### config.mk
export PLATFORM = sky130hd
export DESIGN_NAME = gregorian_date_adder_core
export DESIGN_NICKNAME = d
export VERILOG_FILES = /design/src/gda_pkg.sv /design/src/gregorian_date_adder_core.sv
export SDC_FILE = /design/constraint.sdc
export NUM_CORES = 1
export LEC_CHECK = 0
export BUFFER_PORTS_ARGS = -buffer_cell sky130_fd_sc_hd__buf_2
export CAP_MARGIN = 20
export CORE_MARGIN = 5
export CORE_UTILIZATION = 45
export CTS_CLUSTER_DIAMETER = 30
export DETAILED_ROUTE_END_ITERATION = 16
export HOLD_SLACK_MARGIN = 0.08
export PLACE_DENSITY = 0.68
export SLEW_MARGIN = 15
export SYNTH_ARGS = -nofsm -noshare
export SYNTH_HDL_FRONTEND = slang
export SYNTH_SLANG_ARGS = --single-unit
### constraint.sdc
create_clock -name clock -period 19.79 [get_ports clock]
set_input_delay 1.979 -clock clock [delete_from_list [all_inputs] [get_ports clock]]
set_output_delay 1.979 -clock clock [all_outputs]
set_load 0.02 [all_outputs]
### src/gda_pkg.sv
// Shared types, constants and calendar helper functions for the Gregorian date adder.
`timescale 1ns / 1ps

package gda_pkg;

   // Unit selected by the request.
   typedef enum logic [2:0] {
      MODE_DAYS       = 3'd0,
      MODE_WEEKS      = 3'd1,
      MODE_MONTHS     = 3'd2,
      MODE_YEARS      = 3'd3,
      MODE_RAW_YEARS  = 3'd4,
      MODE_DECADES    = 3'd5,
      MODE_CENTURIES  = 3'd6,
      MODE_MILLENNIA  = 3'd7
   } mode_type;

   // Sequencer states.
   typedef enum logic [2:0] {
      ST_IDLE,
      ST_DIV,
      ST_QUO,
      ST_CHECK,
      ST_YEAR,
      ST_STEP,
      ST_FINISH
   } state_type;

   localparam int DAY_W   = 5;
   localparam int MONTH_W = 4;
   localparam int YEAR_W  = 14;
   localparam int MODE_W  = 3;

   localparam logic [YEAR_W-1:0]  MAX_YEAR  = 14'd9999;
   localparam logic [MONTH_W-1:0] JANUARY   = 4'd1;
   localparam logic [MONTH_W-1:0] FEBRUARY  = 4'd2;
   localparam logic [MONTH_W-1:0] DECEMBER  = 4'd12;
   localparam logic [DAY_W-1:0]   FIRST_DAY = 5'd1;
   localparam logic [DAY_W-1:0]   FEB_SHORT = 5'd28;
   localparam logic [DAY_W-1:0]   FEB_LONG  = 5'd29;
   localparam logic [DAY_W-1:0]   LEN_SHORT = 5'd30;
   localparam logic [DAY_W-1:0]   LEN_LONG  = 5'd31;

   // Year within its century (0..99) and century modulo four.
   localparam int C100_W = 7;
   localparam int CEN_W  = 2;
   localparam logic [C100_W-1:0] LAST_C100 = 7'd99;

   // The shared multiplier: a year or count operand times a 13-bit operand.
   localparam int MUL_B_W = 13;

   // floor(y / 100) = (y * 5243) >> 19, exact for every 14-bit year.
   localparam logic [MUL_B_W-1:0] RECIP_100   = 13'd5243;
   localparam int                 RECIP_SHIFT = 19;
   localparam int                 QUO_W       = 8;
   localparam logic [MUL_B_W-1:0] HUNDRED     = 13'd100;

   localparam logic [MUL_B_W-1:0] MULT_ONE      = 13'd1;
   localparam logic [MUL_B_W-1:0] MULT_TEN      = 13'd10;
   localparam logic [MUL_B_W-1:0] MULT_HUNDRED  = 13'd100;
   localparam logic [MUL_B_W-1:0] MULT_THOUSAND = 13'd1000;

   // Leap rule of 4, 100 and 400 from the year's residues.
   function automatic logic is_leap(input logic [1:0]        y4,
                                    input logic [C100_W-1:0] c100,
                                    input logic [CEN_W-1:0]  cen);
      return ((y4 == 2'd0) && (c100 != '0)) || ((c100 == '0) && (cen == '0));
   endfunction

   // Length of a month, zero for a month number that names no month.
   function automatic logic [DAY_W-1:0] month_len(input logic               leap,
                                                  input logic [MONTH_W-1:0] m);
      logic [DAY_W-1:0] len;
      case (m)
         4'd2:                      len = leap ? FEB_LONG : FEB_SHORT;
         4'd4, 4'd6, 4'd9, 4'd11:   len = LEN_SHORT;
         4'd1, 4'd3, 4'd5, 4'd7,
         4'd8, 4'd10, 4'd12:        len = LEN_LONG;
         default:                   len = '0;
      endcase
      return len;
   endfunction

   // Years per unit for the year modes.
   function automatic logic [MUL_B_W-1:0] mode_mult(input mode_type mode);
      logic [MUL_B_W-1:0] mult;
      case (mode)
         MODE_DECADES:   mult = MULT_TEN;
         MODE_CENTURIES: mult = MULT_HUNDRED;
         MODE_MILLENNIA: mult = MULT_THOUSAND;
         default:        mult = MULT_ONE;
      endcase
      return mult;
   endfunction

endpackage

### src/gregorian_date_adder_core.sv
// Gregorian date adder: advances a date by days, weeks, months or years.
`timescale 1ns / 1ps

// Channel   Direction  Handshake            Payload
// req_      in         req_valid/req_stall  mode, count, start_day/month/year
// rsp_      out        rsp_valid/rsp_stall  new_day/month/year, year_overflow, bad_date
//
// A request passes through setup (two passes through the shared multiplier to split
// the year into century and year-of-century, then the date check), then through the
// calendar walk or, in the year modes, one year addition, and a finishing state. The
// day, week and month modes walk the calendar one step per cycle; the setup and the
// year modes use the shared 15x13 multiplier.
// Overflow ends a walk early. An invalid date or a zero count finishes after setup.
// Reset is synchronous and clears the sequencer and the result valid; no clearing pass.
// req_stall is high from acceptance until the result is loaded into the output register,
// so a new request may be taken while the previous result still waits under rsp_stall.
module gregorian_date_adder_core #(
   parameter int COUNT_BITS = 15
) (
   input  logic                          clock,
   input  logic                          reset,

   input  logic                          req_valid,
   output logic                          req_stall,
   input  logic [gda_pkg::MODE_W-1:0]    req_mode,
   input  logic [COUNT_BITS-1:0]         req_count,
   input  logic [gda_pkg::DAY_W-1:0]     req_start_day,
   input  logic [gda_pkg::MONTH_W-1:0]   req_start_month,
   input  logic [gda_pkg::YEAR_W-1:0]    req_start_year,

   output logic                          rsp_valid,
   input  logic                          rsp_stall,
   output logic [gda_pkg::DAY_W-1:0]     rsp_new_day,
   output logic [gda_pkg::MONTH_W-1:0]   rsp_new_month,
   output logic [gda_pkg::YEAR_W-1:0]    rsp_new_year,
   output logic                          rsp_year_overflow,
   output logic                          rsp_bad_date
);

   // Step counter holds up to seven times the count.
   localparam int STEP_W  = COUNT_BITS + 3;
   // The multiplier's wide operand carries either the count or the year.
   localparam int MUL_A_W = (COUNT_BITS > gda_pkg::YEAR_W) ? COUNT_BITS : gda_pkg::YEAR_W;
   localparam int PROD_W  = MUL_A_W + gda_pkg::MUL_B_W;
   localparam int SUM_W   = PROD_W + 1;

   gda_pkg::state_type state_ff, state_in;

   gda_pkg::mode_type                  mode_ff, mode_in;
   logic [COUNT_BITS-1:0]              count_ff, count_in;
   logic [STEP_W-1:0]                  steps_ff, steps_in;
   logic [gda_pkg::DAY_W-1:0]          day_ff, day_in;
   logic [gda_pkg::MONTH_W-1:0]        month_ff, month_in;
   logic [gda_pkg::YEAR_W-1:0]         year_ff, year_in;
   logic [gda_pkg::C100_W-1:0]         c100_ff, c100_in;
   logic [gda_pkg::CEN_W-1:0]          cen_ff, cen_in;
   logic [gda_pkg::QUO_W-1:0]          quo_ff, quo_in;
   logic [PROD_W-1:0]                  prod_ff;
   logic                               ovf_ff, ovf_in;
   logic                               bad_ff, bad_in;

   logic                               rsp_valid_ff, rsp_valid_in;
   logic [gda_pkg::DAY_W-1:0]          rsp_day_ff;
   logic [gda_pkg::MONTH_W-1:0]        rsp_month_ff;
   logic [gda_pkg::YEAR_W-1:0]         rsp_year_ff;
   logic                               rsp_ovf_ff;
   logic                               rsp_bad_ff;

   // Shared multiplier operands, selected by the sequencer.
   logic [MUL_A_W-1:0]                 mul_a;
   logic [gda_pkg::MUL_B_W-1:0]        mul_b;

   logic                               req_take;
   logic                               out_free;
   logic                               load_rsp;

   // Date check in the setup's last cycle.
   logic [gda_pkg::YEAR_W-1:0]         c100_wide;
   logic [gda_pkg::C100_W-1:0]         c100_chk;
   logic                               leap_chk;
   logic [gda_pkg::DAY_W-1:0]          mlen_chk;
   logic                               bad_chk;
   logic                               no_work;

   // One calendar step.
   logic                               leap_cur;
   logic [gda_pkg::DAY_W-1:0]          mlen_cur;
   logic [gda_pkg::YEAR_W-1:0]         year_nx;
   logic [gda_pkg::C100_W-1:0]         c100_nx;
   logic [gda_pkg::CEN_W-1:0]          cen_nx;
   logic                               year_wrap;
   logic                               at_max_year;
   logic                               last_step;

   // Year mode sum.
   logic [SUM_W-1:0]                   year_sum;
   logic                               year_sat;

   assign req_stall = (state_ff != gda_pkg::ST_IDLE);
   assign req_take  = req_valid && !req_stall;
   assign out_free  = !rsp_valid_ff || !rsp_stall;
   assign load_rsp  = (state_ff == gda_pkg::ST_FINISH) && out_free;

   // The second multiplier pass leaves quotient * 100 in the product register, so the
   // year within its century is the low bits of the difference.
   assign c100_wide = year_ff - prod_ff[gda_pkg::YEAR_W-1:0];
   assign c100_chk  = c100_wide[gda_pkg::C100_W-1:0];
   assign leap_chk  = gda_pkg::is_leap(year_ff[1:0], c100_chk, quo_ff[gda_pkg::CEN_W-1:0]);
   assign mlen_chk  = gda_pkg::month_len(leap_chk, month_ff);
   assign bad_chk   = (mlen_chk == '0) || (day_ff == '0) || (day_ff > mlen_chk)
                      || (year_ff > gda_pkg::MAX_YEAR);
   assign no_work   = bad_chk || (steps_ff == '0);

   // The year residues move along with the year, so the leap rule never needs a divide.
   assign leap_cur    = gda_pkg::is_leap(year_ff[1:0], c100_ff, cen_ff);
   assign mlen_cur    = gda_pkg::month_len(leap_cur, month_ff);
   assign year_nx     = year_ff + 1'b1;
   assign year_wrap   = (c100_ff == gda_pkg::LAST_C100);
   assign c100_nx     = year_wrap ? '0 : c100_ff + 1'b1;
   assign cen_nx      = year_wrap ? cen_ff + 1'b1 : cen_ff;
   assign at_max_year = (year_ff >= gda_pkg::MAX_YEAR);
   assign last_step   = (steps_ff == STEP_W'(1));

   assign year_sum = SUM_W'(year_ff) + SUM_W'(prod_ff);
   assign year_sat = (year_sum > SUM_W'(gda_pkg::MAX_YEAR));

   // Next state.
   always_comb begin
      state_in = state_ff;
      case (state_ff)
         gda_pkg::ST_IDLE: begin
            if (req_take) begin
               state_in = gda_pkg::ST_DIV;
            end
         end
         gda_pkg::ST_DIV: begin
            state_in = gda_pkg::ST_QUO;
         end
         gda_pkg::ST_QUO: begin
            state_in = gda_pkg::ST_CHECK;
         end
         gda_pkg::ST_CHECK: begin
            if (no_work) begin
               state_in = gda_pkg::ST_FINISH;
            end else if (mode_ff inside {gda_pkg::MODE_DAYS, gda_pkg::MODE_WEEKS,
                                         gda_pkg::MODE_MONTHS}) begin
               state_in = gda_pkg::ST_STEP;
            end else begin
               state_in = gda_pkg::ST_YEAR;
            end
         end
         gda_pkg::ST_YEAR: begin
            state_in = gda_pkg::ST_FINISH;
         end
         gda_pkg::ST_STEP: begin
            if (last_step || ((month_ff == gda_pkg::DECEMBER) && at_max_year
                && ((mode_ff == gda_pkg::MODE_MONTHS) || (day_ff == mlen_cur)))) begin
               state_in = gda_pkg::ST_FINISH;
            end
         end
         gda_pkg::ST_FINISH: begin
            if (out_free) begin
               state_in = gda_pkg::ST_IDLE;
            end
         end
         default: begin
            state_in = gda_pkg::ST_IDLE;
         end
      endcase
   end

   // Datapath: what each state does with the working date and the multiplier.
   always_comb begin
      mode_in  = mode_ff;
      count_in = count_ff;
      steps_in = steps_ff;
      day_in   = day_ff;
      month_in = month_ff;
      year_in  = year_ff;
      c100_in  = c100_ff;
      cen_in   = cen_ff;
      quo_in   = quo_ff;
      ovf_in   = ovf_ff;
      bad_in   = bad_ff;
      mul_a    = '0;
      mul_b    = '0;
      case (state_ff)
         gda_pkg::ST_IDLE: begin
            if (req_take) begin
               mode_in  = gda_pkg::mode_type'(req_mode);
               count_in = req_count;
               if (gda_pkg::mode_type'(req_mode) == gda_pkg::MODE_WEEKS) begin
                  // Seven times the count as eight times less one.
                  steps_in = {req_count, 3'b000} - STEP_W'(req_count);
               end else begin
                  steps_in = STEP_W'(req_count);
               end
               day_in   = req_start_day;
               month_in = req_start_month;
               year_in  = req_start_year;
               ovf_in   = 1'b0;
               bad_in   = 1'b0;
            end
         end
         gda_pkg::ST_DIV: begin
            mul_a = MUL_A_W'(year_ff);
            mul_b = gda_pkg::RECIP_100;
         end
         gda_pkg::ST_QUO: begin
            quo_in = prod_ff[gda_pkg::RECIP_SHIFT +: gda_pkg::QUO_W];
            mul_a  = MUL_A_W'(prod_ff[gda_pkg::RECIP_SHIFT +: gda_pkg::QUO_W]);
            mul_b  = gda_pkg::HUNDRED;
         end
         gda_pkg::ST_CHECK: begin
            c100_in = c100_chk;
            cen_in  = quo_ff[gda_pkg::CEN_W-1:0];
            bad_in  = bad_chk;
            mul_a   = MUL_A_W'(count_ff);
            mul_b   = gda_pkg::mode_mult(mode_ff);
         end
         gda_pkg::ST_YEAR: begin
            if (year_sat) begin
               year_in = gda_pkg::MAX_YEAR;
               ovf_in  = 1'b1;
            end else begin
               year_in = year_sum[gda_pkg::YEAR_W-1:0];
            end
            // In year mode February 29 always becomes the 28th, even when the new year is a leap year.
            if ((mode_ff == gda_pkg::MODE_YEARS) && (month_ff == gda_pkg::FEBRUARY)
                && (day_ff > gda_pkg::FEB_SHORT)) begin
               day_in = gda_pkg::FEB_SHORT;
            end
         end
         gda_pkg::ST_STEP: begin
            steps_in = steps_ff - 1'b1;
            if (mode_ff == gda_pkg::MODE_MONTHS) begin
               if (month_ff == gda_pkg::DECEMBER) begin
                  if (at_max_year) begin
                     day_in   = gda_pkg::LEN_LONG;
                     month_in = gda_pkg::DECEMBER;
                     year_in  = gda_pkg::MAX_YEAR;
                     ovf_in   = 1'b1;
                  end else begin
                     month_in = gda_pkg::JANUARY;
                     year_in  = year_nx;
                     c100_in  = c100_nx;
                     cen_in   = cen_nx;
                     // January is never short, so the day stands.
                  end
               end else begin
                  month_in = month_ff + 1'b1;
                  if (day_ff > gda_pkg::month_len(leap_cur, month_ff + 1'b1)) begin
                     day_in = gda_pkg::month_len(leap_cur, month_ff + 1'b1);
                  end
               end
            end else begin
               if (day_ff == mlen_cur) begin
                  day_in = gda_pkg::FIRST_DAY;
                  if (month_ff == gda_pkg::DECEMBER) begin
                     if (at_max_year) begin
                        day_in   = gda_pkg::LEN_LONG;
                        month_in = gda_pkg::DECEMBER;
                        year_in  = gda_pkg::MAX_YEAR;
                        ovf_in   = 1'b1;
                     end else begin
                        month_in = gda_pkg::JANUARY;
                        year_in  = year_nx;
                        c100_in  = c100_nx;
                        cen_in   = cen_nx;
                     end
                  end else begin
                     month_in = month_ff + 1'b1;
                  end
               end else begin
                  day_in = day_ff + 1'b1;
               end
            end
         end
         gda_pkg::ST_FINISH: begin
         end
         default: begin
         end
      endcase
   end

   always_comb begin
      rsp_valid_in = rsp_valid_ff;
      if (load_rsp) begin
         rsp_valid_in = 1'b1;
      end else if (!rsp_stall) begin
         rsp_valid_in = 1'b0;
      end
   end

   always_ff @(posedge clock) begin
      if (reset) begin
         state_ff     <= gda_pkg::ST_IDLE;
         rsp_valid_ff <= 1'b0;
      end else begin
         state_ff     <= state_in;
         rsp_valid_ff <= rsp_valid_in;
      end
   end

   always_ff @(posedge clock) begin
      mode_ff  <= mode_in;
      count_ff <= count_in;
      steps_ff <= steps_in;
      day_ff   <= day_in;
      month_ff <= month_in;
      year_ff  <= year_in;
      c100_ff  <= c100_in;
      cen_ff   <= cen_in;
      quo_ff   <= quo_in;
      ovf_ff   <= ovf_in;
      bad_ff   <= bad_in;
      prod_ff  <= PROD_W'(mul_a) * PROD_W'(mul_b);
      if (load_rsp) begin
         rsp_day_ff   <= day_ff;
         rsp_month_ff <= month_ff;
         rsp_year_ff  <= year_ff;
         rsp_ovf_ff   <= ovf_ff;
         rsp_bad_ff   <= bad_ff;
      end
   end

   assign rsp_valid         = rsp_valid_ff;
   assign rsp_new_day       = rsp_day_ff;
   assign rsp_new_month     = rsp_month_ff;
   assign rsp_new_year      = rsp_year_ff;
   assign rsp_year_overflow = rsp_ovf_ff;
   assign rsp_bad_date      = rsp_bad_ff;

   // A result only appears straight after the sequencer finished a request.
   assert property (@(posedge clock) disable iff (reset)
      $rose(rsp_valid) |-> $past(state_ff == gda_pkg::ST_FINISH))
      else $error("result appeared without a finished request");

   // The walk never runs with no steps left.
   assert property (@(posedge clock) disable iff (reset)
      (state_ff == gda_pkg::ST_STEP) |-> (steps_ff != '0))
      else $error("calendar walk entered with an empty step count");

   // The year-of-century residue stays in range while walking.
   assert property (@(posedge clock) disable iff (reset)
      (state_ff == gda_pkg::ST_STEP) |-> (c100_ff <= gda_pkg::LAST_C100))
      else $error("year residue out of range");

   // An invalid date never reports an overflow.
   assert property (@(posedge clock) disable iff (reset)
      rsp_valid |-> !(rsp_bad_date && rsp_year_overflow))
      else $error("bad date and overflow flagged together");

   // A valid date never comes out past the last year.
   assert property (@(posedge clock) disable iff (reset)
      (rsp_valid && !rsp_bad_date) |-> (rsp_new_year <= gda_pkg::MAX_YEAR))
      else $error("result year above the last year");

endmodule

==> impl_metrics.env <==
export IMPL_run_status="complete, no violations"
export IMPL_track_usage_pct=20.47
export IMPL_drtAntennaViolNets=0
export IMPL_async_reset_ff_share_pct=0
export IMPL_irDropWorstVdd_mv=0.06421
export IMPL_die_h_um=187.6
export IMPL_cts_tree="yes"
export IMPL_synthTopCellsByArea="edfxtp_1 21%, fa_1 18%, ha_1 13%"
export IMPL_synth_edf_count=97
export IMPL_final_period_utilization_pct=40.63
export IMPL_antenna_cells=0
export IMPL_synth_most_common_cell="inv_1"
export IMPL_cp_max_fo=17
export IMPL_p_int_mw=0.8942
export IMPL_maxCapViolCount=0
export IMPL_cts_resized=0
export IMPL_die_w_um=187.6
export IMPL_final_seq_area_um2=3553
export IMPL_grt_overflow=0
export IMPL_yosys_area_share_simple_pct=15.82
export IMPL_multi_input_area_um2=9494
export IMPL_synth_compound_area_share_pct=13.68
export IMPL_finalHoldViolCount=0
export IMPL_drtPass1Iterations=6
export IMPL_p_sw_share_pct=45.62
export IMPL_drive_gt1_share_pct=8.123
export IMPL_cp_slowest_cell="nor3_1"
export IMPL_drc=0
export IMPL_max_freq_ghz=0.1244
export IMPL_synth_warnings=0
export IMPL_portBuffers=71
export IMPL_rsz0062_at_grt="false"
export IMPL_setup_viol=0
export IMPL_synth_mux_area_share_pct=0.3525
export IMPL_setup_ws_ns=11.75
export IMPL_seqPwrFrac_pct=25.7
export IMPL_synth_cell_types=74
export IMPL_worstPathRequired_ns=20.12
export IMPL_num_rows=65
export IMPL_r2r_slack_ns=11.75
export IMPL_cts_root_buf="clkbuf_16"
export IMPL_gp_congestion=0.9297
export IMPL_netlist_instances=1554
export IMPL_placed_cells=1995
export IMPL_clock_latency_ns=0.42
export IMPL_ys_ff_latch=129
export IMPL_min_period_ns=8.041
export IMPL_cellLeakagePower_nw=7.198
export IMPL_nets=1932
export IMPL_antenna_found_initial=0
export IMPL_synth_xor_area_share_pct=5.738
export IMPL_max_stage_delay_ns=0.86
export IMPL_vias=11406
export IMPL_syn_area_per_cell_um2=9.135
export IMPL_core_area_um2=31310
export IMPL_crit_top_cell="fa_1"
export IMPL_die_area_um2=35200
export IMPL_worst_setup_path_end_kind="flip-flop"
export IMPL_slew_violations=0
export IMPL_synth_top_family_by_area="adder cells"
export IMPL_wl_per_cell_um=17.66
export IMPL_start_util_pct=45.34
export IMPL_grt_max_degree=33
export IMPL_synth_top_area_cell="edfxtp_1"
export IMPL_netlist_area_um2=14200
export IMPL_crit_arrival_ns=8.37
export IMPL_synthAdderAreaFrac_pct=31.08
export IMPL_synth_ff_type="edfxtp_1"
export IMPL_cts_buffer_depth=2
export IMPL_grt_pass1_wl_um=58490
export IMPL_drt_iter0_markers=955
export IMPL_avgViaCountPerCell=5.627
export IMPL_grt_pass1_vias=11298
export IMPL_clock_skew_ns=0.01047
export IMPL_layout_cells_non_filler=2027
export IMPL_dp_slack_ns=11.75
export IMPL_cts_max_level=4
export IMPL_crit_chain="inv_1 -> nor3_1 -> a221oi_1 -> nor4_1 -> fa_1 -> ha_1 -> fa_1 -> inv_1 -> fa_1 -> fa_1 -> inv_1 -> ha_1 -> nand4_1 -> o211ai_1 -> o21ai_0 -> nand3_1 -> a31oi_1 -> o21ai_0 -> a2111oi_0 -> nor3_1 -> a211oi_1"
export IMPL_max_slew_margin_pct=30.98
export IMPL_power_total_mw=1.644
export IMPL_clkTransAtPathRegs_ns=0.06
export IMPL_ys_seq_area_share_pct=25.03
export IMPL_syn_to_final_growth_pct=9.360
export IMPL_postRouteWirelength_um=35790
export IMPL_p_per_area_nw_per_um2=105.9
export IMPL_worst_setup_path_start_kind="flip-flop"
export IMPL_switchingPower_mw=0.7502
export IMPL_worstMarginPinSlew_ns=1.027
export IMPL_cts_sinks=129
export IMPL_hpwl_um=28740
export IMPL_io_pins=72
export IMPL_comb_power_share_pct=56.3
export IMPL_ctsHoldBuffers=0
export IMPL_cts_setup_buffers=0
export IMPL_cts_buffers=17
export IMPL_timing_setup_tns_ns=0
export IMPL_nFillCells=2939
export IMPL_worstSetupPathType="flip-flop to flip-flop"
export IMPL_yosysTopAreaCellShare_pct=20.52
export IMPL_worst_hold_path_type="flip-flop to flip-flop"
export IMPL_ys_top_cells_by_count="264 x inv_1, 145 x nor2_1, 143 x ha_1, 131 x fa_1"
export IMPL_p_clk_share_pct=18.0
critical path: cells and delay by family, from the launching register on:
kind | cells | cell delay, ns
AO/OA/AOI/OAI | 7 | 2.20
adder cells (fa/ha/maj) | 6 | 2.69
buffers and inverters | 3 | 0.42
flip-flops | 1 | 0.62
AND/OR/NAND/NOR | 5 | 2.01
final timing paths:
check	startpoint	to	cells after the start
max	state_ff[1]	prod_ff[27]	21
min	bad_ff	rsp_bad_date	0
max reg2reg	state_ff[1]	prod_ff[27]	21
min reg2reg	bad_ff	rsp_bad_date	0
power groups by stage:
stage               sequential, mW  combinational (mW)  clock, mW
floorplan                    0.389               0.732          0
global placement             0.426               0.899          0
detailed placement           0.427               0.917          0
CTS                          0.421               0.926      0.299
global route                 0.429                1.06      0.310
finish                       0.423               0.926      0.295
flip-flops by register name (all words and copies together) (netlist names), 4 cells and up:
register and cells:
day_ff 5, c100_ff 7, rsp_new_day 5, steps_ff 18, year_ff 14, rsp_new_year 14, prod_ff 28, rsp_new_month 4
month_ff 4, count_ff 15
final cells by class:
class                      instances  share of cell area [%]
clock buffer                      17                   2.740
clock inverter                    14                  0.7576
inverter                         264                   6.383
multi-input combinational       1119                   61.15
sequential                       129                   22.89
tap                              402                   3.240
timing repair buffer              82                   2.837
metrics by stage:
stage               area, µm²  util (%)  hold slack (ns)
finish                  15520     49.58           0.4302
global route            15520     49.58           0.4456
CTS                     15510     49.52           0.4311
detailed placement      14960     47.79           0.4258
global placement        14960     47.77           0.4281
floorplan               14200         -           0.4003
per-layer routing:
layer,track usage [%],vias to the layer above,wire length [µm]
li1,-,5411,-
met1,27.99,5502,15540
met4,5.985,0,890
met2,33.26,425,16770
met5,0,-,0
met3,3.965,68,2580
cells by family (layout without fill, tap and decap cells):
logic type	Yosys count	count (layout)
fa+ha+maj	274	274
other cells	1	3
compound gates	282	282
mux	5	5
buf+inv	308	377
simple gates	462	462
xor+xnor	93	93
flops	129	129
cell usage in the layout, fill, tap and decap left out, drive strengths merged, types with 14 or more instances in the layout:
master and n:
a211oi 20, a21o 18, a21oi 79, and3 19, buf 81, clkbuf 17
dfxtp 32, edfxtp 97, fa 131, ha 143, inv 265, nand2 97
nand2b 31, nand3 47, nand4 15, nor2 145, nor2b 17, nor3 33
o21ai 43, o22ai 14, xnor2 59, xor2 34
Power figures use the tool's default switching activity.
